## config.mk

```make
export PLATFORM = sky130hd
export DESIGN_NAME = rpt_col_seq
export DESIGN_NICKNAME = d
export VERILOG_FILES = /design/src/rtl/core/rpt_pkg.sv /design/src/rtl/core/rpt_col_seq.sv
export SDC_FILE = /design/constraint.sdc
export NUM_CORES = 1
export LEC_CHECK = 0
export BUFFER_PORTS_ARGS = -buffer_cell sky130_fd_sc_hd__clkbuf_2
export CELL_PAD_IN_SITES_DETAIL_PLACEMENT = 0
export CELL_PAD_IN_SITES_GLOBAL_PLACEMENT = 2
export CORE_ASPECT_RATIO = 0.5
export CORE_MARGIN = 5
export CORE_UTILIZATION = 39
export CTS_CLUSTER_SIZE = 16
export DETAILED_ROUTE_END_ITERATION = 7
export GPL_TIMING_DRIVEN = 1
export PLACE_DENSITY_LB_ADDON = 0.3
export SYNTH_ARGS = -nofsm -noshare
export SYNTH_HDL_FRONTEND = slang
export SYNTH_SLANG_ARGS = --single-unit
```

## constraint.sdc

```tcl
create_clock -name clk -period 10.7 [get_ports clk]
set_clock_uncertainty 0.05 [all_clocks]
set_input_delay 1.605 -clock clk [delete_from_list [all_inputs] [get_ports clk]]
set_output_delay 1.605 -clock clk [all_outputs]
set_load 0.03 [all_outputs]
```

## src/rtl/core/rpt_pkg.sv

```systemverilog
`default_nettype none

package rpt_pkg;

  // Field widths of the channels and the configuration port.
  localparam int TEXT_W     = 11;
  localparam int GRID_W     = 9;
  localparam int ROW_W      = 17;
  localparam int COL_W      = 6;
  localparam int VAL_W      = 16;
  localparam int CFG_DATA_W = 11;
  localparam int CFG_IDX_W  = 2;

  // Row layout.
  localparam int ROW_COLUMNS = 64;
  localparam int FRAME_COLS  = 8;
  localparam int HEIGHT_END  = 36;

  // Limits of a valid configuration.
  localparam int MAX_TEXT_ROWS = 1024;
  localparam int MAX_GRID_SIDE = 256;
  localparam int TEXT_LIM_W    = 13;
  localparam int GRID_LIM_W    = 11;
  localparam logic [TEXT_LIM_W-1:0] TEXT_LIMIT = TEXT_LIM_W'(MAX_TEXT_ROWS);
  localparam logic [GRID_LIM_W-1:0] GRID_LIMIT = GRID_LIM_W'(MAX_GRID_SIDE);

  // Position decode.
  localparam int POS_W     = 12;
  localparam int MAG_W     = 11;
  localparam int SEQ_W     = 19;
  localparam int DIV_STEPS = ROW_W;
  localparam int CNT_W     = $clog2(DIV_STEPS + 1);

  // Frequency table: powers of 10000^(-1/56) in Q1.32, entry 0 is 1.0.
  localparam int POW_COUNT = 55;
  localparam int EXP_W     = 6;
  localparam int POW_W     = 33;
  localparam logic [63:0] R_Q32 = 64'd3643605004;

  // Angle datapath.
  localparam int PROD_W       = MAG_W + POW_W;
  localparam int RED_W        = PROD_W;
  localparam int REDUCE_STEPS = 8;
  localparam int ZW           = 37;
  localparam int XW           = 34;
  localparam int CORDIC_STAGES_DEF = 16;

  localparam logic [RED_W-1:0]     TWO_PI_RED     = 44'd26986075410;
  localparam logic signed [ZW-1:0] PI_Z           = 37'sd13493037705;
  localparam logic signed [ZW-1:0] TWO_PI_Z       = 37'sd26986075410;
  localparam logic signed [ZW-1:0] HALF_PI_Z      = 37'sd6746518853;
  localparam logic signed [ZW-1:0] NEG_HALF_PI_Z  = -37'sd6746518853;
  localparam logic signed [XW-1:0] GAIN_X         = 34'sd652032874;

  // Output rounding to Q1.15.
  localparam int Q15_SHIFT = 15;
  localparam logic signed [XW:0] ROUND_BIAS = 35'sd16384;
  localparam logic signed [XW:0] SAT_HI     = 35'sd32767;
  localparam logic signed [XW:0] SAT_LO     = -35'sd32768;

  // Register indexes of the configuration port.
  typedef enum logic [CFG_IDX_W-1:0] {
    CFG_TEXT_COUNT,
    CFG_VALID_COUNT,
    CFG_GRID_H,
    CFG_GRID_W
  } cfg_idx_t;

  typedef struct packed {
    logic [TEXT_W-1:0] text_count;
    logic [TEXT_W-1:0] valid_count;
    logic [GRID_W-1:0] grid_h;
    logic [GRID_W-1:0] grid_w;
  } cfg_t;

  // Decoded positions of one requested row.
  typedef struct packed {
    logic                    bad;
    logic signed [POS_W-1:0] fpos;
    logic signed [POS_W-1:0] hpos;
    logic signed [POS_W-1:0] wpos;
  } pos_rec_t;

  // Control that travels with every beat through the pipeline.
  typedef struct packed {
    logic             vld;
    logic [COL_W-1:0] col;
    logic             bad;
    logic             last;
    logic             neg;
    logic             flip;
  } tag_t;

  typedef logic [POW_W-1:0] pow_tab_t [POW_COUNT];

  // Each power is the previous one times R, rounded to nearest.
  function automatic pow_tab_t build_pow_table();
    pow_tab_t    tab;
    logic [63:0] p;
    p = 64'd1 << 32;
    tab[0] = p[POW_W-1:0];
    for (int e = 1; e < POW_COUNT; e++) begin
      p = (p * R_Q32 + (64'd1 << 31)) >> 32;
      tab[e] = p[POW_W-1:0];
    end
    return tab;
  endfunction

  localparam pow_tab_t POW_TABLE = build_pow_table();

  // Arctangent of 2^-i in Q.32; beyond ten it equals 2^-i.
  function automatic logic signed [ZW-1:0] atan_q32(input int i);
    logic signed [ZW-1:0] a;
    unique case (i)
      0:  a = 37'sd3373259426;
      1:  a = 37'sd1991351318;
      2:  a = 37'sd1052175346;
      3:  a = 37'sd534125996;
      4:  a = 37'sd268086748;
      5:  a = 37'sd134174063;
      6:  a = 37'sd67103403;
      7:  a = 37'sd33553749;
      8:  a = 37'sd16777131;
      9:  a = 37'sd8388597;
      10: a = 37'sd4194303;
      default: a = 37'sd1 <<< (32 - i);
    endcase
    return a;
  endfunction

endpackage

`default_nettype wire

```

## src/rtl/core/rpt_col_seq.sv

```systemverilog
`default_nettype none

module rpt_col_seq import rpt_pkg::*; (
  input  wire logic     clk,
  input  wire logic     rst_n,
  input  wire logic     en,
  input  wire logic     rec_vld,
  output logic          rec_rdy,
  input  wire pos_rec_t rec,
  output tag_t          iss_tag,
  output logic [MAG_W-1:0] iss_mag,
  output logic [EXP_W-1:0] iss_e
);

  logic             act_r, act_nxt;
  logic [COL_W-1:0] col_r, col_nxt;
  pos_rec_t         rec_r;
  tag_t             iss_tag_r, beat_tag;
  logic [MAG_W-1:0] iss_mag_r;
  logic [EXP_W-1:0] iss_e_r;

  logic                    final_beat, load;
  logic signed [POS_W-1:0] pos_cur, pos_abs;
  logic [EXP_W-1:0]        e_cur;

  assign final_beat = rec_r.bad || (col_r == COL_W'(ROW_COLUMNS - 1));
  assign rec_rdy    = !act_r || (en && final_beat);
  assign load       = rec_vld && rec_rdy;

  // Pick the axis and the frequency exponent of the current column.
  always_comb begin
    if (col_r < COL_W'(FRAME_COLS)) begin
      pos_cur = rec_r.fpos;
      e_cur   = EXP_W'(col_r * COL_W'(7));
    end else if (col_r < COL_W'(HEIGHT_END)) begin
      pos_cur = rec_r.hpos;
      e_cur   = EXP_W'((col_r - COL_W'(FRAME_COLS)) << 1);
    end else begin
      pos_cur = rec_r.wpos;
      e_cur   = EXP_W'((col_r - COL_W'(HEIGHT_END)) << 1);
    end
    pos_abs = pos_cur[POS_W-1] ? -pos_cur : pos_cur;

    beat_tag.vld  = act_r;
    beat_tag.col  = col_r;
    beat_tag.bad  = rec_r.bad;
    beat_tag.last = final_beat;
    beat_tag.neg  = pos_cur[POS_W-1];
    beat_tag.flip = 1'b0;
  end

  // Row and column bookkeeping.
  always_comb begin
    act_nxt = act_r;
    col_nxt = col_r;
    if (load) begin
      act_nxt = 1'b1;
      col_nxt = '0;
    end else if (en && act_r) begin
      if (final_beat) begin
        act_nxt = 1'b0;
      end else begin
        col_nxt = col_r + 1'b1;
      end
    end
  end

  always_ff @(posedge clk) begin
    if (!rst_n) begin
      act_r     <= 1'b0;
      col_r     <= '0;
      iss_tag_r <= '0;
    end else begin
      act_r <= act_nxt;
      col_r <= col_nxt;
      if (en) begin
        iss_tag_r <= beat_tag;
      end
    end
  end

  always_ff @(posedge clk) begin
    if (load) begin
      rec_r <= rec;
    end
    if (en) begin
      iss_mag_r <= pos_abs[MAG_W-1:0];
      iss_e_r   <= e_cur;
    end
  end

  assign iss_tag = iss_tag_r;
  assign iss_mag = iss_mag_r;
  assign iss_e   = iss_e_r;

  // A running row steps one column per transfer.
  a_col_step: assert property (@(posedge clk) disable iff (!rst_n)
    act_r && en && !final_beat && !load |=> act_r && (col_r == $past(col_r) + 1'b1))
    else $error("column counter did not advance");

  // A newly taken row starts at column zero.
  a_row_start: assert property (@(posedge clk) disable iff (!rst_n)
    load |=> act_r && (col_r == '0))
    else $error("new row did not start at column zero");

  // An error row never leaves column zero.
  a_bad_single: assert property (@(posedge clk) disable iff (!rst_n)
    act_r && rec_r.bad |-> col_r == '0)
    else $error("error row issued more than one beat");

endmodule

`default_nettype wire

```

==> results.toml, run 1 <==
[yosys]
synth_ff_type = "edfxtp_1"
yosys_warnings = 0
ys_seq_area_frac = 0.5842
synthMuxAreaShare = 0.03949
synth.area.top_cells = "edfxtp_1 (48%), dfxtp_1 (10%), nand2_1 (3.5%)"
synth_compound_area_frac = 0.1215
ys_seq_elements = 71
syn-num-nets = 329
yosys.area_share.xor_xnor = 0.04955
synth_top_family_by_area = "compound AO/OA/AOI/OAI gates"
synthArstFlopShare = 0
synth_most_common_cell = "edfxtp_1"
synth-simple-area-share = 0.1133
yosysTopAreaCell = "edfxtp_1"
syn_area_um2 = 3358
yosysUniqueCellTypes = 38
synth.top_cells.by_count = "edfxtp_1 (54), nand2_1 (31), dfxtp_1 (17), o21ai_0 (17), nand2b_1 (14)"
synth_edf_count = 54
synth_top_area_frac = 0.4829
synth_fa_ha_area_frac = 0.05738
avgSynthCellArea_um2 = 12.21
syn-instance-count = 275

[grt]
grtUsageMet2 = 0.2425
grt_pass1_vias = 2355
gr-usage-met3 = 0.05141
grt_usage = 0.1349
grt_pass1_wl_um = 10920
antenna_found_initial = 0
grt_overflow = 0
use_met1 = 0.1509
grt_max_degree = 39
gr-max-usage-layer = "met2"

[floorplan]
io_pins = 70
rows = 23
core_um2 = 8202
die-width_um = 141.2
die_y_um = 75.62
die_area_um2 = 10680
initial_utilization = 0.4095

[cells_and_area]
fin_area_um2 = 4034
diodes = 0
area_growth_pct = 20.12
nNetsFinal = 395
fin_util = 0.4918
drive_above_1_share = 0.2522

[clock_tree]
clk-insertion-delay-late_ps = 330
cts_htree_levels = 3
cts_resized = 0
path_clk_slew_ps = 50
cts-root-buf = "clkbuf_16"
cts-hold-fix-buffers = 0
cts_setup_buffers = 0
cts_buffers = 9
cts.sinks = 71
cts_tree = "built"
clk_path_buf_depth = 2

[power]
swShare = 0.2196
p_clk_frac = 0.406
p_per_area_nw_per_um2 = 154.0
ir_drop_mv = 0.06964
p_int_w = 0.0004849
sequentialPowerShare = 0.516
power_w = 0.0006214
leakagePower_nw = 1.631
switching_power_w = 0.0001364
power_frac_comb = 0.078

[routing]
via_count = 2267
drc = 0
wire_per_inst_um = 14.70
avgViaCountPerCell = 4.961
firstDrtPassIters = 4
wl_um = 6719
antenna_left = 0
drtIter0Drc = 68

[placed_design]
hpwlAfterDp_um = 4977
dpl_cell_area_um2 = 3786
gp_congestion = 0.7881
io_buffers = 68

[hold_path]
min_path_type = "reg2reg"
min_from = "iss_tag[2]$_SDFFE_PN0P_"

[worst_setup_path]
crit_path_start_kind = "input pin"
crit_path_end_kind = "output pin"
cp_num_buf_inv = 2
crit_path_start = "en"
path_cells = "clkbuf_2 > nand2_1 > nand2_1 > clkbuf_2"
r2r_start = "col_r[3]$_SDFFE_PP0P_"
slowest_stage = "clkbuf_2"
r2r_setup_slack_ps = 6800
required_ps = 9050
crit_type = "in2out"
crit_fanout = 29
max_stage_delay_ps = 570
worstPathArrival_ps = 2810
crit_family = "buffers and inverters"

[sta]
rsz0062_at_grt = "false"
max_freq_mhz = 223.7
slew_headroom = 0.1944
min_period_ps = 4470
finalSetupTns_ps = 0
hold_violations = 0
finalCritPeriodShare = 0.4177
drv_slew = 0
setup_viol = 0
worstMarginPinSlew_ps = 1206

[flow_run]
maxCapViolCount = 0

[outcome]
status = "completed"
registers in the layout, summed over array words and instances (netlist names):
name,count
iss_mag,11
beat_tag,1
rec_r,36
iss_e,6
act_r,1
col_r,6
iss_tag,10
through the flow:
stage               worst slack, ps  hold WS [ps]  std cells
global route                   6107         450.8        457
finish                         6230         443.3        457
global placement               6239         422.5        442
floorplan                      6578         434.5        275
detailed placement             6204         434.7        442
CTS                            6202         443.9        457
routing by layer:
layer / wire length, um / part of all wire / vias to the layer above
met5: 0 / 0 / -
met4: 78 / 0.012 / 0
met3: 366 / 0.054 / 9
met2: 3335 / 0.50 / 51
met1: 2939 / 0.44 / 1083
li1: - / - / 1124
logic make-up after synthesis:
logic type	count (synthesis)
compound gates	57
xor+xnor	19
fa+ha+maj	13
buf+inv	24
flops	71
mux	13
other cells	1
simple gates	77
placed cells by master, fill, tap and decap left out, types with 11 or more instances in the layout:
cell,Yosys,layout
nand2_1,31,31
edfxtp_1,54,54
dfxtp_1,17,17
mux2i_1,11,11
nand2b_1,14,14
o21ai_0,17,17
clkbuf_2,0,68
tightest hold or removal path, delay by kind of cell, from the launching register on:
family / cells / cell delay, ps
and+or+nand+nor: 1 / 60
AOI/OAI and AO/OA: 1 / 70
DFF: 1 / 310
final cells by class:
cell class                      count  area (um^2)
Clock inverter                      3        11.26
Multi-Input combinational cell    180         1295
Timing Repair Buffer               70        355.3
Inverter                            9        33.78
Clock buffer                       12        236.5
Sequential cell                    71         1962
Tap cell                          112        140.1
Fill cell                         742         4168
power by group through the flow:
| stage | Clock (W) | Combinational [W] | Sequential (W) |
|---|---|---|---|
| after floorplan | 0 | 0.0000199 | 0.000336 |
| after global placement | 0 | 0.0000482 | 0.000326 |
| after detailed placement | 0 | 0.0000492 | 0.000326 |
| after CTS | 0.000259 | 0.0000493 | 0.000321 |
| after global routing | 0.000271 | 0.0000533 | 0.000322 |
| final | 0.000252 | 0.0000483 | 0.000321 |
final timing paths:
path                                   to  cells after the start
hold reg to reg   iss_tag[2]$_SDFFE_PN0P_                      2
setup reg to reg     iss_mag[7]$_DFFE_PP_                      8
hold / removal    iss_tag[2]$_SDFFE_PN0P_                      2
setup / recovery                  rec_rdy                      4
No activity file was read; power rests on OpenSTA's default activity.
==> run 2: changes to the inputs <==
--- a/config.mk
+++ b/config.mk
@@ -10,7 +10,7 @@
 export CELL_PAD_IN_SITES_GLOBAL_PLACEMENT = 2
 export CORE_ASPECT_RATIO = 0.5
 export CORE_MARGIN = 5
-export CORE_UTILIZATION = 39
+export CORE_UTILIZATION = 32
 export CTS_CLUSTER_SIZE = 16
 export DETAILED_ROUTE_END_ITERATION = 7
 export GPL_TIMING_DRIVEN = 1
==> constraint.sdc (replaced) <==
create_clock -name clk -period 3.86 [get_ports clk]
set_clock_uncertainty 0.05 [all_clocks]
set_input_delay 0.579 -clock clk [delete_from_list [all_inputs] [get_ports clk]]
set_output_delay 0.579 -clock clk [all_outputs]
set_load 0.03 [all_outputs]
==> results.toml, run 2 (same netlist as run 1, synthesis figures left out) <==
[sta]
slew_headroom = 0.4332
worstMarginPinSlew_ps = 849.0
rsz0062_at_grt = "false"
drv_slew = 0
finalSetupTns_ps = 0
setup_viol = 0
finalCritPeriodShare = 0.8038
max_freq_mhz = 322.3
min_period_ps = 3103
hold_violations = 0

[clock_tree]
cts.sinks = 71
path_clk_slew_ps = 60
cts-root-buf = "clkbuf_16"
cts_htree_levels = 3
clk-insertion-delay-late_ps = 330
cts_resized = 0
cts-hold-fix-buffers = 0
cts_buffers = 9
cts_setup_buffers = 0
clk_path_buf_depth = 2
cts_tree = "built"

[cells_and_area]
layout_commonest_cell = "clkbuf_2"
final_cells = 492
top_register = "rec_r"
nNetsFinal = 401
area_growth_pct = 24.22
diodes = 0
mostFrequentLayoutCells = "clkbuf_2 (68), edfxtp_1 (54), nand2_1 (31)"
drive_above_1_share = 0.2784
largest_reg_flops = 36

[floorplan]
rows = 26
die_area_um2 = 12770
die_y_um = 82.44
die-width_um = 154.9
core_um2 = 10210
io_pins = 70
initial_utilization = 0.3288

[worst_setup_path]
crit_type = "reg2reg"
path_cells = "inv_1 > ha_1 > nor2b_1 > o221ai_1 > o21ai_1 > ha_1 > a21boi_1 > nand4_1 > o31ai_2 > xnor2_1"
crit_path_end_kind = "flop"
slowest_stage = "ha_1"
crit_top_cell = "ha_1"
max_stage_delay_ps = 440
required_ps = 3890
crit_fanout = 12
crit_family = "compound AO/OA/AOI/OAI gates"
worstPathArrival_ps = 3130
crit_path_start_kind = "flop"
cp_num_buf_inv = 1

[power]
power_frac_comb = 0.075
sequentialPowerShare = 0.481
p_clk_frac = 0.444
p_int_w = 0.001448
p_per_area_nw_per_um2 = 442.9
ir_drop_mv = 0.1936
power_w = 0.001848
leakagePower_nw = 1.693
swShare = 0.2161
switching_power_w = 0.0003993

[grt]
grt_max_degree = 29
grt_pass1_wl_um = 11450
grt_usage = 0.1181
grt_overflow = 0
grt_pass1_vias = 2265
antenna_found_initial = 0

[routing]
wl_um = 7196
drc = 0
wire_per_inst_um = 14.63
via_count = 2304
avgViaCountPerCell = 4.683
firstDrtPassIters = 4
antenna_left = 0
drtIter0Drc = 92

[flow_run]
maxCapViolCount = 0

[hold_path]
min_path_type = "in2reg"

[placed_design]
dp.cells = 476
gp_congestion = 0.7390
io_buffers = 68
hpwlAfterDp_um = 5390

[outcome]
status = "completed"
## run 2: cell types whose count changed in the layout (fill, tap and decap cells not counted)
| cell | previous run | this run |
|---|---|---|
| inv_4 | 0 | 1 |
| buf_4 | 2 | 8 |
| clkinv_1 | 3 | 0 |
| clkbuf_1 | 3 | 2 |
| clkbuf_16 | 9 | 10 |
| clkbuf_8 | 0 | 3 |
## run 2: per-stage QoR
step                hold WS [ps]    util  instance area, um^2  setup slack, ps
floorplan                  434.5       -                 3358            375.5
global placement           421.8  0.3785                 3866            951.8
detailed placement         431.2  0.3785                 3866            798.4
CTS                        357.2  0.4084                 4172            772.7
global route               350.4  0.4084                 4172            531.1
finish                     366.5  0.4084                 4172            757.3
## run 2: area by class of cell
type,instances,area (um^2)
Clock inverter,1,6.256
Inverter,9,33.78
Multi-Input combinational cell,180,1295
Fill cell,1029,6043
Tap cell,140,175.2
Clock buffer,15,299.0
Sequential cell,71,1962
Timing Repair Buffer,76,400.4
## run 2: final timing paths
| path | start | to | slack [ps] | cells after the start |
|---|---|---|---|---|
| hold reg to reg | iss_tag[2]$_SDFFE_PN0P_ | iss_tag[2]$_SDFFE_PN0P_ | 440 | 2 |
| setup / recovery | col_r[2]$_SDFFE_PP0P_ | iss_mag[10]$_DFFE_PP_ | 760 | 10 |
| setup reg to reg | col_r[2]$_SDFFE_PP0P_ | iss_mag[10]$_DFFE_PP_ | 760 | 10 |
| hold / removal | rec[0] | rec_r[0]$_DFFE_PP_ | 370 | 1 |
## run 2: metal layers
layer  vias up  part of all wire  global-route usage
li1       1136                 -                   -
met1      1109              0.47              0.1494
met2        51              0.46              0.1810
met3         8             0.058             0.04789
met4         0             0.014             0.05022
met5         -                 0                   0
## run 2: worst register-to-register path, cell delays in order, from the launching register on
cell      delay, ps
dfxtp_1         430
inv_1           150
ha_1            440
nor2b_1         330
o221ai_1        170
o21ai_1         230
ha_1            230
a21boi_1        220
nand4_1         210
o31ai_2         300
xnor2_1          90
## run 2: power by group through the flow
stage / clock, W / sequential (W) / combinational [W]
floorplan: 0 / 0.000931 / 0.0000552
global placement: 0 / 0.000904 / 0.000138
detailed placement: 0 / 0.000904 / 0.000141
CTS: 0.000846 / 0.000889 / 0.000141
global route: 0.000881 / 0.000892 / 0.000153
finish: 0.000821 / 0.000888 / 0.000139
==> run 3: changes to the inputs <==
--- a/config.mk
+++ b/config.mk
@@ -10,7 +10,7 @@
 export CELL_PAD_IN_SITES_GLOBAL_PLACEMENT = 2
 export CORE_ASPECT_RATIO = 0.5
 export CORE_MARGIN = 5
-export CORE_UTILIZATION = 32
+export CORE_UTILIZATION = 36
 export CTS_CLUSTER_SIZE = 16
 export DETAILED_ROUTE_END_ITERATION = 7
 export GPL_TIMING_DRIVEN = 1
==> constraint.sdc (replaced) <==
create_clock -name clk -period 2.9 [get_ports clk]
set_clock_uncertainty 0.05 [all_clocks]
set_input_delay 0.435 -clock clk [delete_from_list [all_inputs] [get_ports clk]]
set_output_delay 0.435 -clock clk [all_outputs]
set_load 0.03 [all_outputs]
==> results.toml, run 3 (same netlist as run 1, synthesis figures left out) <==
[clock_tree]
cts_tree = "built"
cts-root-buf = "clkbuf_16"
clk-insertion-delay-late_ps = 330
cts_htree_levels = 3
cts.sinks = 71
cts_buffers = 9
path_clk_slew_ps = 50
clk_path_buf_depth = 2
cts_setup_buffers = 0

[floorplan]
core_um2 = 8889
rows = 24
die_area_um2 = 11480
io_pins = 70
die_y_um = 78.30
die-width_um = 146.6
initial_utilization = 0.3778

[routing]
wl_um = 7181
wire_per_inst_um = 15.25
drc = 0
drtIter0Drc = 139
via_count = 2285
firstDrtPassIters = 4
antenna_left = 0
avgViaCountPerCell = 4.851

[cells_and_area]
drive_above_1_share = 0.2797
largest_reg_flops = 36
top_register = "rec_r"
nNetsFinal = 403
diodes = 0
final_cells = 471
area_growth_pct = 23.14
fillers = 828
layout_commonest_cell = "clkbuf_2"
fin_area_um2 = 4135
mostFrequentLayoutCells = "clkbuf_2 (68), edfxtp_1 (54), nand2_1 (31)"

[worst_setup_path]
slowest_stage = "or3_1"
crit_path_end_kind = "flop"
r2r_setup_slack_ps = 290
cp_num_buf_inv = 0
crit_path_start_kind = "flop"
worstPathArrival_ps = 2630
r2r_start = "col_r[5]$_SDFFE_PP0P_"
required_ps = 2920
crit_fanout = 14
crit_type = "reg2reg"
path_cells = "or3_1 > or2_1 > nand2_1 > ha_1 > a21boi_1 > nand4_1 > o31ai_2 > xnor2_1"
r2r_cells = 8
crit_family = "simple AND/OR/NAND/NOR gates"
r2r_end = "iss_mag[10]$_DFFE_PP_"
max_stage_delay_ps = 500

[flow_run]
maxCapViolCount = 0

[sta]
slew_headroom = 0.6593
drv_slew = 0
rsz0062_at_grt = "false"
finalSetupTns_ps = 0
worstMarginPinSlew_ps = 510.0
max_freq_mhz = 383.8
finalCritPeriodShare = 0.8984
min_period_ps = 2605
hold_violations = 0
setup_viol = 0

[placed_design]
io_buffers = 68
dp.cells = 455
hpwlAfterDp_um = 5307
gp_congestion = 0.7831
dpl_cell_area_um2 = 3865

[power]
ir_drop_mv = 0.3071
p_per_area_nw_per_um2 = 561.9
leakagePower_nw = 1.682
power_w = 0.002323

[grt]
grt_overflow = 0
grt_pass1_vias = 2425
grt_max_degree = 28
grt_pass1_wl_um = 12140
grt_usage = 0.1347
antenna_found_initial = 0

[hold_path]
hold_depth = 1
holdPathEnd = "rec_r[17]$_DFFE_PP_"
min_from = "rec[17]"
min_path_type = "in2reg"

[outcome]
status = "completed"
run 3: timing repair:
item	4_1_cts	5_1_grt
endpoints found under the setup margin	0	2
hold buffers	0	0
resized for setup	0	2
hold endpoints to repair	0	0
run 3: worst max path at each step:
stage / cells after the start / slack [ps] / end / from
3_5_place_dp: 11 / 120 / iss_mag[10]$_DFFE_PP_ / col_r[3]$_SDFFE_PP0P_
6_report: 8 / 290 / iss_mag[10]$_DFFE_PP_ / col_r[5]$_SDFFE_PP0P_
3_3_place_gp: 11 / 240 / iss_mag[10]$_DFFE_PP_ / col_r[3]$_SDFFE_PP0P_
5_1_grt: 8 / 30 / iss_mag[10]$_DFFE_PP_ / col_r[5]$_SDFFE_PP0P_
2_1_floorplan: 12 / 130 / iss_mag[10]$_DFFE_PP_ / col_r[3]$_SDFFE_PP0P_
4_1_cts: 11 / 120 / iss_mag[10]$_DFFE_PP_ / col_r[3]$_SDFFE_PP0P_
run 3: per-layer routing:
layer,track usage,share of wire,vias to the layer above
li1,-,-,1141
met1,0.1746,0.46,1084
met2,0.2102,0.47,52
met3,0.05006,0.061,8
met4,0.04503,0.0082,0
met5,0,0,-
run 3: power by group:
group / leakage, nW / switching, W / internal, W
sequential: 0.663 / 0.0000218 / 0.00116
clock: 0.124 / 0.000385 / 0.000569
combinational: 0.895 / 0.000119 / 0.0000697
run 3: worst reg2reg max path, cell delays in order, from the launching register on:
cell	delay (ps)
dfxtp_1	440
or3_1	500
or2_1	290
nand2_1	90
ha_1	160
a21boi_1	200
nand4_1	220
o31ai_2	310
xnor2_1	90
run 3: area by class of cell:
class                      instances  area (um^2)  area share
multi-input combinational        180         1308      0.3162
inverter                           9        33.78    0.008169
clock buffer                      11        232.7     0.05628
tap                              117        146.4     0.03540
sequential                        71         1962      0.4744
clock inverter                     5        25.02    0.006051
timing repair buffer              78        427.9      0.1035
run 3: per-stage QoR:
stage / setup WS (ps) / util / hold slack, ps
floorplan: 128.2 / - / 446.3
global placement: 242.5 / 0.4348 / 423.6
detailed placement: 122.7 / 0.4348 / 431.8
CTS: 121.1 / 0.4638 / 213.6
global route: 32.23 / 0.4652 / 210.5
finish: 294.5 / 0.4652 / 229.9
