**src/rtl/core/rpt_pkg.sv**
```systemverilog
`default_nettype none

package rpt_pkg;

  // Field widths of the channels and the configuration port.
  localparam int TEXT_W     = 11;
  localparam int GRID_W     = 9;
  localparam int ROW_W      = 17;
  localparam int COL_W      = 6;
  localparam int VAL_W      = 16;
  localparam int CFG_DATA_W = 11;
  localparam int CFG_IDX_W  = 2;

  // Row layout.
  localparam int ROW_COLUMNS = 64;
  localparam int FRAME_COLS  = 8;
  localparam int HEIGHT_END  = 36;

  // Limits of a valid configuration.
  localparam int MAX_TEXT_ROWS = 1024;
  localparam int MAX_GRID_SIDE = 256;
  localparam int TEXT_LIM_W    = 13;
  localparam int GRID_LIM_W    = 11;
  localparam logic [TEXT_LIM_W-1:0] TEXT_LIMIT = TEXT_LIM_W'(MAX_TEXT_ROWS);
  localparam logic [GRID_LIM_W-1:0] GRID_LIMIT = GRID_LIM_W'(MAX_GRID_SIDE);

  // Position decode.
  localparam int POS_W     = 12;
  localparam int MAG_W     = 11;
  localparam int SEQ_W     = 19;
  localparam int DIV_STEPS = ROW_W;
  localparam int CNT_W     = $clog2(DIV_STEPS + 1);

  // Frequency table: powers of 10000^(-1/56) in Q1.32, entry 0 is 1.0.
  localparam int POW_COUNT = 55;
  localparam int EXP_W     = 6;
  localparam int POW_W     = 33;
  localparam logic [63:0] R_Q32 = 64'd3643605004;

  // Angle datapath.
  localparam int PROD_W       = MAG_W + POW_W;
  localparam int RED_W        = PROD_W;
  localparam int REDUCE_STEPS = 8;
  localparam int ZW           = 37;
  localparam int XW           = 34;
  localparam int CORDIC_STAGES_DEF = 16;

  localparam logic [RED_W-1:0]     TWO_PI_RED     = 44'd26986075410;
  localparam logic signed [ZW-1:0] PI_Z           = 37'sd13493037705;
  localparam logic signed [ZW-1:0] TWO_PI_Z       = 37'sd26986075410;
  localparam logic signed [ZW-1:0] HALF_PI_Z      = 37'sd6746518853;
  localparam logic signed [ZW-1:0] NEG_HALF_PI_Z  = -37'sd6746518853;
  localparam logic signed [XW-1:0] GAIN_X         = 34'sd652032874;

  // Output rounding to Q1.15.
  localparam int Q15_SHIFT = 15;
  localparam logic signed [XW:0] ROUND_BIAS = 35'sd16384;
  localparam logic signed [XW:0] SAT_HI     = 35'sd32767;
  localparam logic signed [XW:0] SAT_LO     = -35'sd32768;

  // Register indexes of the configuration port.
  typedef enum logic [CFG_IDX_W-1:0] {
    CFG_TEXT_COUNT,
    CFG_VALID_COUNT,
    CFG_GRID_H,
    CFG_GRID_W
  } cfg_idx_t;

  typedef struct packed {
    logic [TEXT_W-1:0] text_count;
    logic [TEXT_W-1:0] valid_count;
    logic [GRID_W-1:0] grid_h;
    logic [GRID_W-1:0] grid_w;
  } cfg_t;

  // Decoded positions of one requested row.
  typedef struct packed {
    logic                    bad;
    logic signed [POS_W-1:0] fpos;
    logic signed [POS_W-1:0] hpos;
    logic signed [POS_W-1:0] wpos;
  } pos_rec_t;

  // Control that travels with every beat through the pipeline.
  typedef struct packed {
    logic             vld;
    logic [COL_W-1:0] col;
    logic             bad;
    logic             last;
    logic             neg;
    logic             flip;
  } tag_t;

  typedef logic [POW_W-1:0] pow_tab_t [POW_COUNT];

  // Each power is the previous one times R, rounded to nearest.
  function automatic pow_tab_t build_pow_table();
    pow_tab_t    tab;
    logic [63:0] p;
    p = 64'd1 << 32;
    tab[0] = p[POW_W-1:0];
    for (int e = 1; e < POW_COUNT; e++) begin
      p = (p * R_Q32 + (64'd1 << 31)) >> 32;
      tab[e] = p[POW_W-1:0];
    end
    return tab;
  endfunction

  localparam pow_tab_t POW_TABLE = build_pow_table();

  // Arctangent of 2^-i in Q.32; beyond ten it equals 2^-i.
  function automatic logic signed [ZW-1:0] atan_q32(input int i);
    logic signed [ZW-1:0] a;
    unique case (i)
      0:  a = 37'sd3373259426;
      1:  a = 37'sd1991351318;
      2:  a = 37'sd1052175346;
      3:  a = 37'sd534125996;
      4:  a = 37'sd268086748;
      5:  a = 37'sd134174063;
      6:  a = 37'sd67103403;
      7:  a = 37'sd33553749;
      8:  a = 37'sd16777131;
      9:  a = 37'sd8388597;
      10: a = 37'sd4194303;
      default: a = 37'sd1 <<< (32 - i);
    endcase
    return a;
  endfunction

endpackage

`default_nettype wire

```
**src/rtl/core/rpt_in_if.sv**
```systemverilog
`default_nettype none

interface rpt_in_if import rpt_pkg::*; ();
  logic             valid;
  logic             ready;
  logic [ROW_W-1:0] token_row;

  modport source (output valid, output token_row, input ready);
  modport sink   (input valid, input token_row, output ready);
endinterface

`default_nettype wire

```
**src/rtl/core/rpt_pos_unit.sv**
```systemverilog
`default_nettype none

module rpt_pos_unit import rpt_pkg::*; (
  input  wire logic clk,
  input  wire logic rst_n,
  rpt_in_if.sink    in_ch,
  input  wire cfg_t cfg,
  output logic      res_vld,
  input  wire logic res_rdy,
  output pos_rec_t  res
);

  logic                  busy_r, busy_nxt;
  logic [CNT_W-1:0]      cnt_r, cnt_nxt;
  logic [ROW_W-1:0]      row_r;
  logic [ROW_W-1:0]      quo_r;
  logic [GRID_W-1:0]     rem_r;
  logic                  res_vld_r, res_vld_nxt;
  pos_rec_t              res_r, rec_nxt;

  logic                  accept, stepping, finish;
  logic [GRID_W:0]       trial, diff;
  logic                  ge;
  logic [GRID_W-1:0]     rem_step;
  logic [2*GRID_W-1:0]   area;
  logic [SEQ_W-1:0]      seq_len;
  logic                  cfg_bad, row_bad, is_text;
  logic [GRID_W:0]       h_half, w_half;

  assign in_ch.ready = !busy_r;
  assign accept      = in_ch.valid && !busy_r;
  assign stepping    = busy_r && (cnt_r != '0);
  assign finish      = busy_r && (cnt_r == '0) && (!res_vld_r || res_rdy);

  // One restoring division step: offset / grid width, one quotient bit a cycle.
  always_comb begin
    trial    = {rem_r, quo_r[ROW_W-1]};
    diff     = trial - {1'b0, cfg.grid_w};
    ge       = trial >= {1'b0, cfg.grid_w};
    rem_step = ge ? diff[GRID_W-1:0] : trial[GRID_W-1:0];
  end

  // Range checks and final positions once the division has finished.
  always_comb begin
    area    = cfg.grid_h * cfg.grid_w;
    seq_len = {{(SEQ_W-TEXT_W){1'b0}}, cfg.text_count} + {1'b0, area};
    cfg_bad = (cfg.text_count == '0) || (cfg.grid_h == '0) || (cfg.grid_w == '0) ||
              ({2'b0, cfg.text_count} > TEXT_LIMIT) ||
              ({2'b0, cfg.valid_count} > TEXT_LIMIT) ||
              ({2'b0, cfg.grid_h} > GRID_LIMIT) ||
              ({2'b0, cfg.grid_w} > GRID_LIMIT);
    row_bad = {{(SEQ_W-ROW_W){1'b0}}, row_r} >= seq_len;
    is_text = row_r < {{(ROW_W-TEXT_W){1'b0}}, cfg.text_count};
    h_half  = ({1'b0, cfg.grid_h} + 1'b1) >> 1;
    w_half  = ({1'b0, cfg.grid_w} + 1'b1) >> 1;

    rec_nxt.bad = cfg_bad || row_bad;
    if (is_text) begin
      rec_nxt.fpos = $signed({{(POS_W-TEXT_W){1'b0}}, row_r[TEXT_W-1:0]});
      rec_nxt.hpos = rec_nxt.fpos;
      rec_nxt.wpos = rec_nxt.fpos;
    end else begin
      rec_nxt.fpos = $signed({{(POS_W-TEXT_W){1'b0}}, cfg.valid_count});
      rec_nxt.hpos = $signed({{(POS_W-GRID_W){1'b0}}, quo_r[GRID_W-1:0]}) -
                     $signed({{(POS_W-GRID_W-1){1'b0}}, h_half});
      rec_nxt.wpos = $signed({{(POS_W-GRID_W){1'b0}}, rem_r}) -
                     $signed({{(POS_W-GRID_W-1){1'b0}}, w_half});
    end
  end

  // Control next state.
  always_comb begin
    busy_nxt = busy_r;
    if (accept) begin
      busy_nxt = 1'b1;
    end else if (finish) begin
      busy_nxt = 1'b0;
    end
    cnt_nxt = cnt_r;
    if (accept) begin
      cnt_nxt = CNT_W'(DIV_STEPS);
    end else if (stepping) begin
      cnt_nxt = cnt_r - 1'b1;
    end
    res_vld_nxt = finish || (res_vld_r && !res_rdy);
  end

  always_ff @(posedge clk) begin
    if (!rst_n) begin
      busy_r    <= 1'b0;
      cnt_r     <= '0;
      res_vld_r <= 1'b0;
    end else begin
      busy_r    <= busy_nxt;
      cnt_r     <= cnt_nxt;
      res_vld_r <= res_vld_nxt;
    end
  end

  // Division registers and the result buffer.
  always_ff @(posedge clk) begin
    if (accept) begin
      row_r <= in_ch.token_row;
      quo_r <= in_ch.token_row - {{(ROW_W-TEXT_W){1'b0}}, cfg.text_count};
      rem_r <= '0;
    end else if (stepping) begin
      quo_r <= {quo_r[ROW_W-2:0], ge};
      rem_r <= rem_step;
    end
    if (finish) begin
      res_r <= rec_nxt;
    end
  end

  assign res_vld = res_vld_r;
  assign res     = res_r;

endmodule

`default_nettype wire

```
**src/flat_wrapper.sv**
```systemverilog
// flat-port wrapper written by rule: the top's interface ports become plain ports
module rpt_pos_unit_flat import rpt_pkg::*;
  (clk, rst_n, cfg, res_vld, res_rdy, res, in_ch_valid, in_ch_token_row, in_ch_ready);
  rpt_in_if in_ch_i ();
  input  wire logic clk;
  input  wire logic rst_n;
  input  wire cfg_t cfg;
  output logic res_vld;
  input  wire logic res_rdy;
  output pos_rec_t res;
  input wire logic [$bits(in_ch_i.valid)-1:0] in_ch_valid;
  input wire logic [$bits(in_ch_i.token_row)-1:0] in_ch_token_row;
  output wire logic [$bits(in_ch_i.ready)-1:0] in_ch_ready;
  assign in_ch_i.valid = in_ch_valid;
  assign in_ch_i.token_row = in_ch_token_row;
  assign in_ch_ready = in_ch_i.ready;
  rpt_pos_unit u_core (.clk(clk), .rst_n(rst_n), .in_ch(in_ch_i), .cfg(cfg), .res_vld(res_vld), .res_rdy(res_rdy), .res(res));
endmodule
```
**config.mk**
```make
export PLATFORM = sky130hd
export DESIGN_NAME = rpt_pos_unit_flat
export DESIGN_NICKNAME = d
export VERILOG_FILES = /design/src/rtl/core/rpt_pkg.sv /design/src/rtl/core/rpt_in_if.sv /design/src/rtl/core/rpt_pos_unit.sv /design/src/flat_wrapper.sv
export SDC_FILE = /design/constraint.sdc
export NUM_CORES = 1
export LEC_CHECK = 0
export BUFFER_PORTS_ARGS = -buffer_cell sky130_fd_sc_hd__buf_2
export CAP_MARGIN = 20
export CORE_ASPECT_RATIO = 0.5
export CORE_MARGIN = 2
export CORE_UTILIZATION = 66
export CTS_CLUSTER_SIZE = 24
export DETAILED_ROUTE_END_ITERATION = 16
export GPL_TIMING_DRIVEN = 0
export PLACE_DENSITY = 0.95
export SKIP_CTS_REPAIR_TIMING = 1
export SLEW_MARGIN = 20
export SYNTH_ARGS = -nofsm -noshare
export SYNTH_HDL_FRONTEND = slang
export SYNTH_SLANG_ARGS = --single-unit
```
**constraint.sdc**
```tcl
create_clock -name clk -period 10.6 [get_ports clk]
set_input_delay 0 -clock clk [delete_from_list [all_inputs] [get_ports clk]]
set_output_delay 0 -clock clk [all_outputs]
set_load 0.02 [all_outputs]
```
==> reports/qor.csv, run 1 <==
metric,value,unit
Die Width,169,microns
register area share after synthesis,27.1,%
Worst Setup End Kind,flop,
Area growth syn-to-layout,14.3,%
critical path's largest stage delay,0.93,ns
IO Pins,100,
synthesized cell area,8940,sq um
layout cell share with drive strength beyond 1,14.5,%
origin of the critical flop-to-flop path,u_core.row_r[6]$_DFFE_PP_,
Hold WS,-0.0540,ns
CP cell instances,buf_2 > clkbuf_1 > nand2_1 > fa_1 > fa_1 > inv_1 > fa_1 > fa_1 > fa_1 > ha_1 > clkbuf_1 > nand2_1 > o22ai_1 > a21oi_1 > a311oi_1 > a211oi_2 > xor2_1 > ha_1 > nand3_1 > o31a_1 > o41ai_1,
Mapped Cells,912,
port bufs,97,
Worst VDD drop,0.169,mV
Synth Area in XOR/XNOR,6.37,%
Mapped Nets,1160,
Starting Density,69.0,%
Synth Area in Compound Gates,11.3,%
final max-slew violation count,0,
DR WL/cell,20.5,microns
fin crit share,63.8,%
GRT Residual Overflow,0,
Vias per Instance,6.26,
maximum clock rate,148,MHz
first-pass GRT wire length,36.5,mm
HP Start,in_ch_valid,
CTS buffer count,9,
Crit Path Class,in2reg,
setup tns final,0,ns
Die Span Y,86.3,microns
number of DRC markers in iteration 0,740,
fraction of the mapped netlist area in adder cells,31.4,%
Hold Path End,u_core.busy_r$_SDFFE_PN0P_,
Ys Warns,0,
Cell Pwr Density,204,nW/um^2
final net count,1296,
Critical-path top delay cell,o41ai_1,
critical path's top delay family,adder cells,
reg-to-reg endpoint,u_core.res[36]$_DFFE_PP_,
post-DP HPWL,18.7,mm
worst path bufs/invs,4,
"commonest cells after routing, fill and taps aside","125 x ha_1, 98 x buf_2, 97 x inv_1, 85 x nand2_1, 70 x edfxtp_1",
R2R depth,8,
area of the multi-input gates,6030,sq um
"most common cell after layout, fill and taps aside",ha_1,
# fillers,774,
clock buffer depth,2,
RSZ-0062 raised after global routing,false,
Root Buffer,clkbuf_16,
antenna violations before repair,0,
status,finished with violations,
post-synthesis async set-or-reset flop share,0,%
mux contribution to synthesized area,4.17,%
MaxCap Viol Count,0,
Worst EP arrival,6.76,ns
vias in the first global route,7475,
Syn Area/Cell,9.80,sq um
Worst Hold Class,in2reg,
P_leak,4.90,nW
clk slew on worst S/H paths,0.07,ns
largest family of logic cells by synthesized area,adder cells,
DR pass1 iterations,6,
CTS tree,yes,
most frequent CP cell,fa_1,
unique cell type count in the Yosys netlist,56,
crit path max fanout,10,
Tot Pwr,2.08,mW
# setup viols final,0,
Placer Congestion,0.946,
clock sink count,86,
Least-Margin Pin Slew,1.09,ns
GRT Overall Usage,32.7,%
Routed WL,25.0,mm
drt drc,0,
Synth Register Bits,86,
die area,14500,sq um
largest net degree at the start of global routing,38,
Worst setup SP type,primary input,
Sequential Area,2420,sq um
Clock Latency Late Sink,0.36,ns
WP data required,10.61,ns
Max-slew headroom,26.7,%
minimum clock period,6.76,ns
Core Rows,29,
vias,7654,
number of antenna diodes,0,
number of synthesized flops with an enable pin,70,
ys flop type,edfxtp_1,
Reg2Reg Setup Slack,7.36,ns
failing checks,hold timing,
Synth Area in Simple Gates,14.2,%
Clock Skew,0.0101,ns
Routed Antenna Nets,0,
Worst Hold Path Cells,3,
core footprint,13000,sq um
Final Hold Violating Endpoints,2,
H-tree depth,3,
## layer usage
layer | routed length [microns] | global-route usage [%] | vias to the layer above
met2 | 11800 | 55.4 | 525
met4 | 1140 | 14.3 | 0
met5 | 0 | 0 | -
li1 | - | - | 3409
met1 | 9440 | 41.2 | 3593
met3 | 2650 | 7.21 | 127
## kinds of logic (layout without fill, tap and decap cells)
logic type                 after synthesis  in the layout
and+or+nand+nor                        262            262
buffers and inverters                  124            265
DFF                                     86             86
adders and majority gates              187            187
xor gates and xnor gates                65             65
AOI/OAI and AO/OA                      160            160
other                                    1              1
muxes                                   27             27
## metrics by stage
stage               instances  setup slack [ns]  utilization [%]  hold WS, ns  cell area, sq um
floorplan                 912              5.21                -       0.0989              8940
global placement         1179              3.85             74.4        0.198              9640
global route             1223              3.62             78.9     -0.00502             10200
detailed placement       1179              3.71             74.4        0.198              9640
CTS                      1195              4.05             76.7       -0.166              9940
finish                   1223              3.84             78.9      -0.0540             10200
## Yosys cell counts, types with 20 or more instances
| master | instances | area share (%) |
|---|---|---|
| ha_1 | 125 | 17 |
| inv_1 | 97 | 4.1 |
| nand2_1 | 85 | 3.6 |
| edfxtp_1 | 70 | 24 |
| fa_1 | 62 | 14 |
| a21oi_1 | 49 | 2.7 |
| nor2_1 | 49 | 2.1 |
| o21ai_0 | 40 | 2.2 |
| and2_1 | 38 | 2.7 |
| xnor2_1 | 33 | 3.2 |
| xor2_1 | 32 | 3.1 |
| a21o_1 | 30 | 2.5 |
| nand3_1 | 24 | 1.3 |
| clkbuf_1 | 21 | 0.88 |
| mux2_4 | 20 | 3.4 |
## worst max-delay path by stage
stage                start                        to  depth (start not counted)
CTS                 cfg[7]  u_core.res[36]$_DFFE_PP_                         21
global route        cfg[7]  u_core.res[36]$_DFFE_PP_                         23
floorplan           cfg[2]  u_core.res[36]$_DFFE_PP_                         22
detailed placement  cfg[7]  u_core.res[36]$_DFFE_PP_                         21
finish              cfg[7]  u_core.res[36]$_DFFE_PP_                         21
global placement    cfg[7]  u_core.res[36]$_DFFE_PP_                         21
## registers in the layout (all words and copies together) (netlist names)
register and flops:
u_core.res 36, u_core.row_r 17, u_core.busy_r 1, u_core.res_vld 1
u_core.rem_r 9, u_core.quo_r 17, u_core.cnt_r 5
## where the power goes
part | internal [mW] | total, mW | switching (mW)
combinational | 0.560 | 1.31 | 0.753
clock | 0.167 | 0.326 | 0.159
sequential | 0.419 | 0.445 | 0.0264
total | 1.15 | 2.08 | 0.939
## area by class of cell
| type | count | area share, % |
|---|---|---|
| clock buffers | 9 | 2.20 |
| well taps | 170 | 2.08 |
| repair buffers | 125 | 7.49 |
| plain buffers | 25 | 1.11 |
| inverters | 99 | 3.64 |
| clock inverters | 7 | 0.747 |
| flip-flops and latches | 86 | 23.7 |
| multi-input cells | 702 | 59.0 |
## worst reg2reg max path, cell delays in order, from the launching register on
cell and delay [ns]:
edfxtp_1 0.59, ha_1 0.42, nand4_1 0.11, a21oi_1 0.14, a2111oi_0 0.11, o21ai_0 0.25, a21oi_1 0.10, o31a_1 0.24
o41ai_1 0.93
(Power assumes the default switching activity.)
==> inputs of run 2 (changes only) <==
--- a/config.mk
+++ b/config.mk
@@ -9,11 +9,11 @@
 export CAP_MARGIN = 20
 export CORE_ASPECT_RATIO = 0.5
 export CORE_MARGIN = 2
-export CORE_UTILIZATION = 66
+export CORE_UTILIZATION = 55
 export CTS_CLUSTER_SIZE = 24
 export DETAILED_ROUTE_END_ITERATION = 16
 export GPL_TIMING_DRIVEN = 0
-export PLACE_DENSITY = 0.95
+export PLACE_DENSITY = 0.87
 export SKIP_CTS_REPAIR_TIMING = 1
 export SLEW_MARGIN = 20
 export SYNTH_ARGS = -nofsm -noshare
==> constraint.sdc (replaced) <==
create_clock -name clk -period 6.07 [get_ports clk]
set_input_delay 0 -clock clk [delete_from_list [all_inputs] [get_ports clk]]
set_output_delay 0 -clock clk [all_outputs]
set_load 0.02 [all_outputs]
==> reports/qor.csv, run 2 (synthesized netlist as in run 1, its figures left out) <==
metric,value,unit,change
Clock Skew,0.00834,ns,was 0.0101 ns
Routed WL,23.1,mm,was 25.0 mm
final net count,1286,,was 1296
CTS tree,yes,,unchanged
Area growth syn-to-layout,15.3,%,was 14.3%
DR pass1 iterations,5,,was 6
Worst setup SP type,primary input,,unchanged
failing checks,hold timing,,unchanged
placed cell area,9730,sq um,was 9640 sq um
Hold WS,-0.00457,ns,was -0.0540 ns
clock buffer depth,2,,unchanged
max reg flops,36,,unchanged
layout cell share with drive strength beyond 1,15.1,%,was 14.5%
"commonest cells after routing, fill and taps aside","125 x ha_1, 98 x buf_2, 96 x inv_1, 85 x nand2_1, 70 x edfxtp_1",,"was 125 x ha_1, 98 x buf_2, 97 x inv_1, 85 x nand2_1, 70 x edfxtp_1"
Final Hold Violating Endpoints,1,,was 2
minimum clock period,5.82,ns,
WL met1,9.97,mm,was 9.44 mm
Tot Pwr,3.56,mW,was 2.08 mW
status,finished with violations,,unchanged
fin crit share,95.9,%,
core footprint,15700,sq um,was 13000 sq um
vias,7242,,was 7654
first-pass GRT wire length,35.2,mm,was 36.5 mm
vias in the first global route,7156,,was 7475
reg-to-reg endpoint,u_core.res[12]$_DFFE_PP_,,was u_core.res[36]$_DFFE_PP_
Hold Path End,u_core.res[34]$_DFFE_PP_,,was u_core.busy_r$_SDFFE_PN0P_
largest net degree at the start of global routing,24,,was 38
final max-slew violation count,0,,unchanged
Die Width,184,microns,was 169 microns
Die Span Y,94.1,microns,was 86.3 microns
die area,17400,sq um,was 14500 sq um
GRT Residual Overflow,0,,unchanged
Placer Congestion,0.943,,was 0.946
WL met3,1.70,mm,was 2.65 mm
Crit Path Class,in2reg,,unchanged
DP Worst Slack,-0.753,ns,was 3.71 ns
Max-slew headroom,3.48,%,was 26.7%
DR WL/cell,18.2,microns,was 20.5 microns
critical path's largest stage delay,0.57,ns,was 0.93 ns
Worst Hold Class,in2reg,,unchanged
GRT Overall Usage,26.5,%,was 32.7%
maximum clock rate,172,MHz,
Reg2Reg Setup Slack,3.18,ns,was 7.36 ns
Routed Antenna Nets,0,,unchanged
Worst Hold Path Cells,2,,was 3
MaxCap Viol Count,0,,unchanged
Least-Margin Pin Slew,1.41,ns,was 1.09 ns
Worst Setup End Kind,flop,,unchanged
metal2 WL,10.6,mm,was 11.8 mm
Starting Density,57.1,%,was 69.0%
Root Buffer,clkbuf_16,,unchanged
origin of the critical flop-to-flop path,u_core.row_r[1]$_DFFE_PP_,,was u_core.row_r[6]$_DFFE_PP_
number of DRC markers in iteration 0,569,,was 740
RSZ-0062 raised after global routing,false,,unchanged
Worst EP arrival,5.91,ns,was 6.76 ns
Worst VDD drop,0.236,mV,was 0.169 mV
most frequent CP cell,fa_1,,unchanged
HP Start,cfg[28],,was in_ch_valid
Final WS setup,0.248,ns,was 3.84 ns
top sig layer,met4,,unchanged
CTS buffer count,9,,unchanged
clk slew on worst S/H paths,0.07,ns,about the same
number of antenna diodes,0,,unchanged
design area,10300,sq um,was 10200 sq um
Cell Pwr Density,346,nW/um^2,was 204 nW/um^2
P_leak,4.91,nW,was 4.90 nW
Core Rows,32,,was 29
crit path max fanout,9,,was 10
Clock Latency Late Sink,0.35,ns,was 0.36 ns
CP cell instances,buf_2 > inv_1 > nor2_2 > fa_1 > fa_1 > fa_1 > fa_1 > fa_1 > ha_1 > clkbuf_1 > nand2_1 > o22ai_1 > a21oi_1 > a311oi_2 > a211oi_2 > xor2_1 > ha_1 > nand3_1 > o31a_1 > o41ai_4,,was buf_2 > clkbuf_1 > nand2_1 > fa_1 > fa_1 > inv_1 > fa_1 > fa_1 > fa_1 > ha_1 > clkbuf_1 > nand2_1 > o22ai_1 > a21oi_1 > a311oi_1 > a211oi_2 > xor2_1 > ha_1 > nand3_1 > o31a_1 > o41ai_1
clock sink count,86,,unchanged
"most common cell after layout, fill and taps aside",ha_1,,unchanged
drt drc,0,,unchanged
post-DP HPWL,18.0,mm,was 18.7 mm
port bufs,97,,unchanged
crit path from,cfg[8],,was cfg[7]
Critical-path top delay cell,fa_1,,was o41ai_1
# setup viols final,0,,unchanged
H-tree depth,3,,unchanged
IO Pins,100,,unchanged
Vias per Instance,5.73,,was 6.26
WP data required,6.16,ns,was 10.61 ns
antenna violations before repair,0,,unchanged
R2R depth,10,,was 8
## run 2: changes by cell type in the layout (fill, tap and decap cells not counted), sizes merged
cell	delta
dlygate4sd3	+1
clkbuf	-11
buf	+1
bufinv	+1
clkinv	-2
## run 2: area by class of cell
type,instances,area (sq um)
inverters,99,372
clock buffers,10,229
multi-input cells,702,6060
repair buffers,127,803
well taps,221,277
fillers,1226,5350
flip-flops and latches,86,2420
plain buffers,13,70.1
clock inverters,6,70.1
## run 2: power breakdown
group	switching (mW)	leakage (nW)	internal [mW]
clock network	0.255	0.149	0.324
registers	0.0427	0.783	0.732
logic	1.25	3.98	0.961
total	1.54	4.91	2.02
## run 2: worst max path at each step
| stage | end |
|---|---|
| floorplan | u_core.res[36]$_DFFE_PP_ |
| global placement | u_core.res[36]$_DFFE_PP_ |
| detailed placement | u_core.res[36]$_DFFE_PP_ |
| global route | u_core.res[36]$_DFFE_PP_ |
| finish | u_core.res[36]$_DFFE_PP_ |
| CTS | u_core.res[36]$_DFFE_PP_ |
## run 2: per-stage QoR
step / TNS [ns] / hold WS, ns / cells / util (%)
global placement: -0.706 / 0.199 / 1230 / 62.0
floorplan: 0 / 0.0989 / 912 / -
global route: 0 / 0.00381 / 1264 / 65.8
finish: 0 / -0.00457 / 1264 / 65.8
CTS: -0.415 / -0.151 / 1247 / 64.1
detailed placement: -0.753 / 0.200 / 1231 / 62.1
## run 2: worst max-delay path, delay by kind of cell
family	cells	cell delay, ns
buf+inv	3	0.67
xor+xnor	1	0.17
compound gates	6	1.53
fa+ha+maj	7	3.09
simple gates	3	0.45
## run 2: metal layers
| metal | track usage [%] | up-vias |
|---|---|---|
| li1 | - | 3384 |
| met1 | 35.2 | 3512 |
| met2 | 43.7 | 280 |
| met3 | 5.62 | 66 |
| met4 | 8.60 | 0 |
| met5 | 0 | - |
==> inputs of run 3 (changes only) <==
--- a/config.mk
+++ b/config.mk
@@ -5,6 +5,7 @@
 export SDC_FILE = /design/constraint.sdc
 export NUM_CORES = 1
 export LEC_CHECK = 0
+export ABC_AREA = 1
 export BUFFER_PORTS_ARGS = -buffer_cell sky130_fd_sc_hd__buf_2
 export CAP_MARGIN = 20
 export CORE_ASPECT_RATIO = 0.5
@@ -13,7 +14,7 @@
 export CTS_CLUSTER_SIZE = 24
 export DETAILED_ROUTE_END_ITERATION = 16
 export GPL_TIMING_DRIVEN = 0
-export PLACE_DENSITY = 0.87
+export PLACE_DENSITY = 0.86
 export SKIP_CTS_REPAIR_TIMING = 1
 export SLEW_MARGIN = 20
 export SYNTH_ARGS = -nofsm -noshare
==> reports/qor.csv, run 3 <==
metric,value,unit,change
combinational share of power,64.4,%,was 62.0%
H-tree depth,3,,unchanged
post-DP HPWL,19.8,mm,was 18.0 mm
most common cell in the netlist,nand2_1,,was ha_1
Cell Pwr Density,363,nW/um^2,was 346 nW/um^2
# setup viols final,0,,unchanged
Mapped Cells,1148,,was 912
DR pass1 iterations,5,,unchanged
clock sink count,86,,unchanged
GRT Overall Usage,26.8,%,was 26.5%
largest net degree at the start of global routing,27,,was 24
Placed Cells,1474,,was 1231
Int Power,2.07,mW,was 2.02 mW
Clock Skew,0.00897,ns,was 0.00834 ns
post-synthesis async set-or-reset flop share,0,%,unchanged
Critical-path top delay cell,fa_1,,unchanged
GRT Residual Overflow,0,,unchanged
Core Rows,33,,was 32
antenna violations before repair,0,,unchanged
Worst VDD drop,0.329,mV,was 0.236 mV
Root Buffer,clkbuf_16,,unchanged
Worst setup SP type,primary input,,unchanged
vias in the first global route,7846,,was 7156
final net count,1514,,was 1286
max reg flops,36,,unchanged
status,finished with violations,,unchanged
WP data required,6.28,ns,was 6.16 ns
Reg power frac,20.6,%,was 21.7%
Worst Hold Class,in2reg,,unchanged
Crit Path Class,in2reg,,unchanged
clock network fraction of total power,15.0,%,was 16.3%
Synth Register Bits,86,,unchanged
IO Pins,100,,unchanged
number of synthesized flops with an enable pin,70,,unchanged
Die Span Y,96.2,microns,was 94.1 microns
Die Width,188,microns,was 184 microns
switching share of power,46.3,%,was 43.4%
Placer Congestion,0.929,,was 0.943
clk slew on worst S/H paths,0.07,ns,about the same
crit path max fanout,10,,was 9
number of DRC markers in iteration 0,812,,was 569
Routed Antenna Nets,0,,unchanged
CTS buffer count,9,,unchanged
drt drc,0,,unchanged
vias,8255,,was 7242
fin crit share,90.8,%,was 95.9%
setup tns final,0,ns,unchanged
post-synth top area cell,edfxtp_1,,unchanged
Mapped Nets,1396,,was 1160
Clock Latency Late Sink,0.36,ns,was 0.35 ns
clock buffer depth,2,,unchanged
Worst EP arrival,5.72,ns,was 5.91 ns
Least-Margin Pin Slew,0.914,ns,was 1.41 ns
maximum clock rate,182,MHz,was 172 MHz
Syn Area/Cell,8.14,sq um,was 9.80 sq um
most frequent CP cell,nand2_1,,was fa_1
unique cell type count in the Yosys netlist,46,,was 56
layout cell share with drive strength beyond 1,12.4,%,was 15.1%
first-pass GRT wire length,37.6,mm,was 35.2 mm
Final Hold Violating Endpoints,1,,unchanged
most instantiated cells after synthesis,"271 x nand2_1, 211 x inv_1, 125 x ha_1",,"was 125 x ha_1, 97 x inv_1, 85 x nand2_1"
critical path's largest stage delay,0.57,ns,about the same
net switching power figure,1.79,mW,was 1.54 mW
Max-slew headroom,38.9,%,was 3.48%
MaxCap Viol Count,0,,unchanged
P_leak,5.54,nW,was 4.91 nW
Worst Setup End Kind,flop,,unchanged
synthesized cell area,9340,sq um,was 8940 sq um
RSZ-0062 raised after global routing,false,,unchanged
post-synth top area share,22.5,%,was 23.5%
Routed WL,24.0,mm,was 23.1 mm
number of antenna diodes,0,,unchanged
ys flop type,edfxtp_1,,unchanged
"commonest cells after routing, fill and taps aside","271 x nand2_1, 211 x inv_1, 125 x ha_1, 102 x buf_2, 70 x edfxtp_1",,"was 125 x ha_1, 98 x buf_2, 96 x inv_1, 85 x nand2_1, 70 x edfxtp_1"
minimum clock period,5.51,ns,was 5.82 ns
Ys Warns,0,,unchanged
Vias per Instance,5.51,,was 5.73
# fillers,1339,,was 1226
Area growth syn-to-layout,13.8,%,was 15.3%
CTS tree,yes,,unchanged
Final Non-Filler Cells,1498,,was 1264
register area share after synthesis,25.9,%,was 27.1%
core footprint,16500,sq um,was 15700 sq um
port bufs,98,,was 97
"most common cell after layout, fill and taps aside",nand2_1,,was ha_1
failing checks,hold timing,,unchanged
DR WL/cell,16.0,microns,was 18.2 microns
ranking of synthesized cells by area,"edfxtp_1 23%, ha_1 17%, fa_1 13%",,"was edfxtp_1 24%, ha_1 17%, fa_1 14%"
Hold WS,-0.00326,ns,was -0.00457 ns
Starting Density,56.6,%,was 57.1%
die area,18100,sq um,was 17400 sq um
final max-slew violation count,0,,unchanged
run 3: cells by family after synthesis:
group / after synthesis / synth area share [%]
AOI/OAI and AO/OA: 154 / 9.56
buffers and inverters: 240 / 10.1
and+or+nand+nor: 429 / 19.6
other: 1 / 0.0401
xor gates and xnor gates: 51 / 4.78
adders and majority gates: 187 / 30.0
DFF: 86 / 25.9
run 3: critical path: cells and delay by family:
kind            cells  cell delay [ns]
buf+inv             4             0.48
compound gates      4             0.57
fa+ha+maj           7             3.20
simple gates       14             1.46
run 3: power groups by stage:
| stage | Combinational (mW) | Sequential, mW | Clock, mW |
|---|---|---|---|
| final | 2.48 | 0.793 | 0.578 |
| after CTS | 2.46 | 0.791 | 0.578 |
| after floorplan | 1.87 | 0.829 | 0 |
| after detailed placement | 2.43 | 0.804 | 0 |
| after global placement | 2.32 | 0.802 | 0 |
| after global routing | 2.84 | 0.800 | 0.602 |
run 3: layer usage:
layer,vias up,track usage (%),part of all wire [%],wire length [microns]
met5,-,0,0,0
met4,0,11.8,3.7,885
met3,68,6.02,9.2,2200
met2,375,45.4,46,11000
met1,3869,33.5,41,9900
li1,3943,-,-,-
run 3: final timing paths:
kind | from | endpoint | slack, ns | depth (start not counted)
setup / recovery | cfg[10] | u_core.res[36]$_DFFE_PP_ | 0.56 | 29
hold / removal | cfg[19] | u_core.res[25]$_DFFE_PP_ | -0.003 | 3
setup reg to reg | u_core.cnt_r[0]$_SDFFE_PN0P_ | u_core.rem_r[1]$_SDFFE_PP0P_ | 3.59 | 8
hold reg to reg | u_core.cnt_r[2]$_SDFFE_PP0P_ | u_core.cnt_r[2]$_SDFFE_PP0P_ | 0.49 | 2
run 3: cell type report:
class / instances / area, sq um / share of cell area (%)
clock buffer: 9 / 225 / 2.12
tap: 227 / 284 / 2.67
inverter: 214 / 806 / 7.58
multi-input combinational: 822 / 5990 / 56.4
sequential: 86 / 2420 / 22.8
clock inverter: 7 / 77.6 / 0.730
buffer: 12 / 83.8 / 0.789
timing repair buffer: 121 / 738 / 6.95
run 3: through the flow:
stage / setup slack, ns / util, % / cell area (sq um) / hold slack, ns / total power [mW]
after global routing: 0.175 / 64.3 / 10600 / 0.00860 / 4.24
final: 0.560 / 64.3 / 10600 / -0.00326 / 3.85
after CTS: 0.302 / 63.3 / 10500 / -0.157 / 3.83
after global placement: 0.103 / 61.3 / 10100 / 0.200 / 3.12
after floorplan: 0.927 / - / 9340 / 0.0989 / 2.70
after detailed placement: -0.0556 / 61.5 / 10200 / 0.209 / 3.24
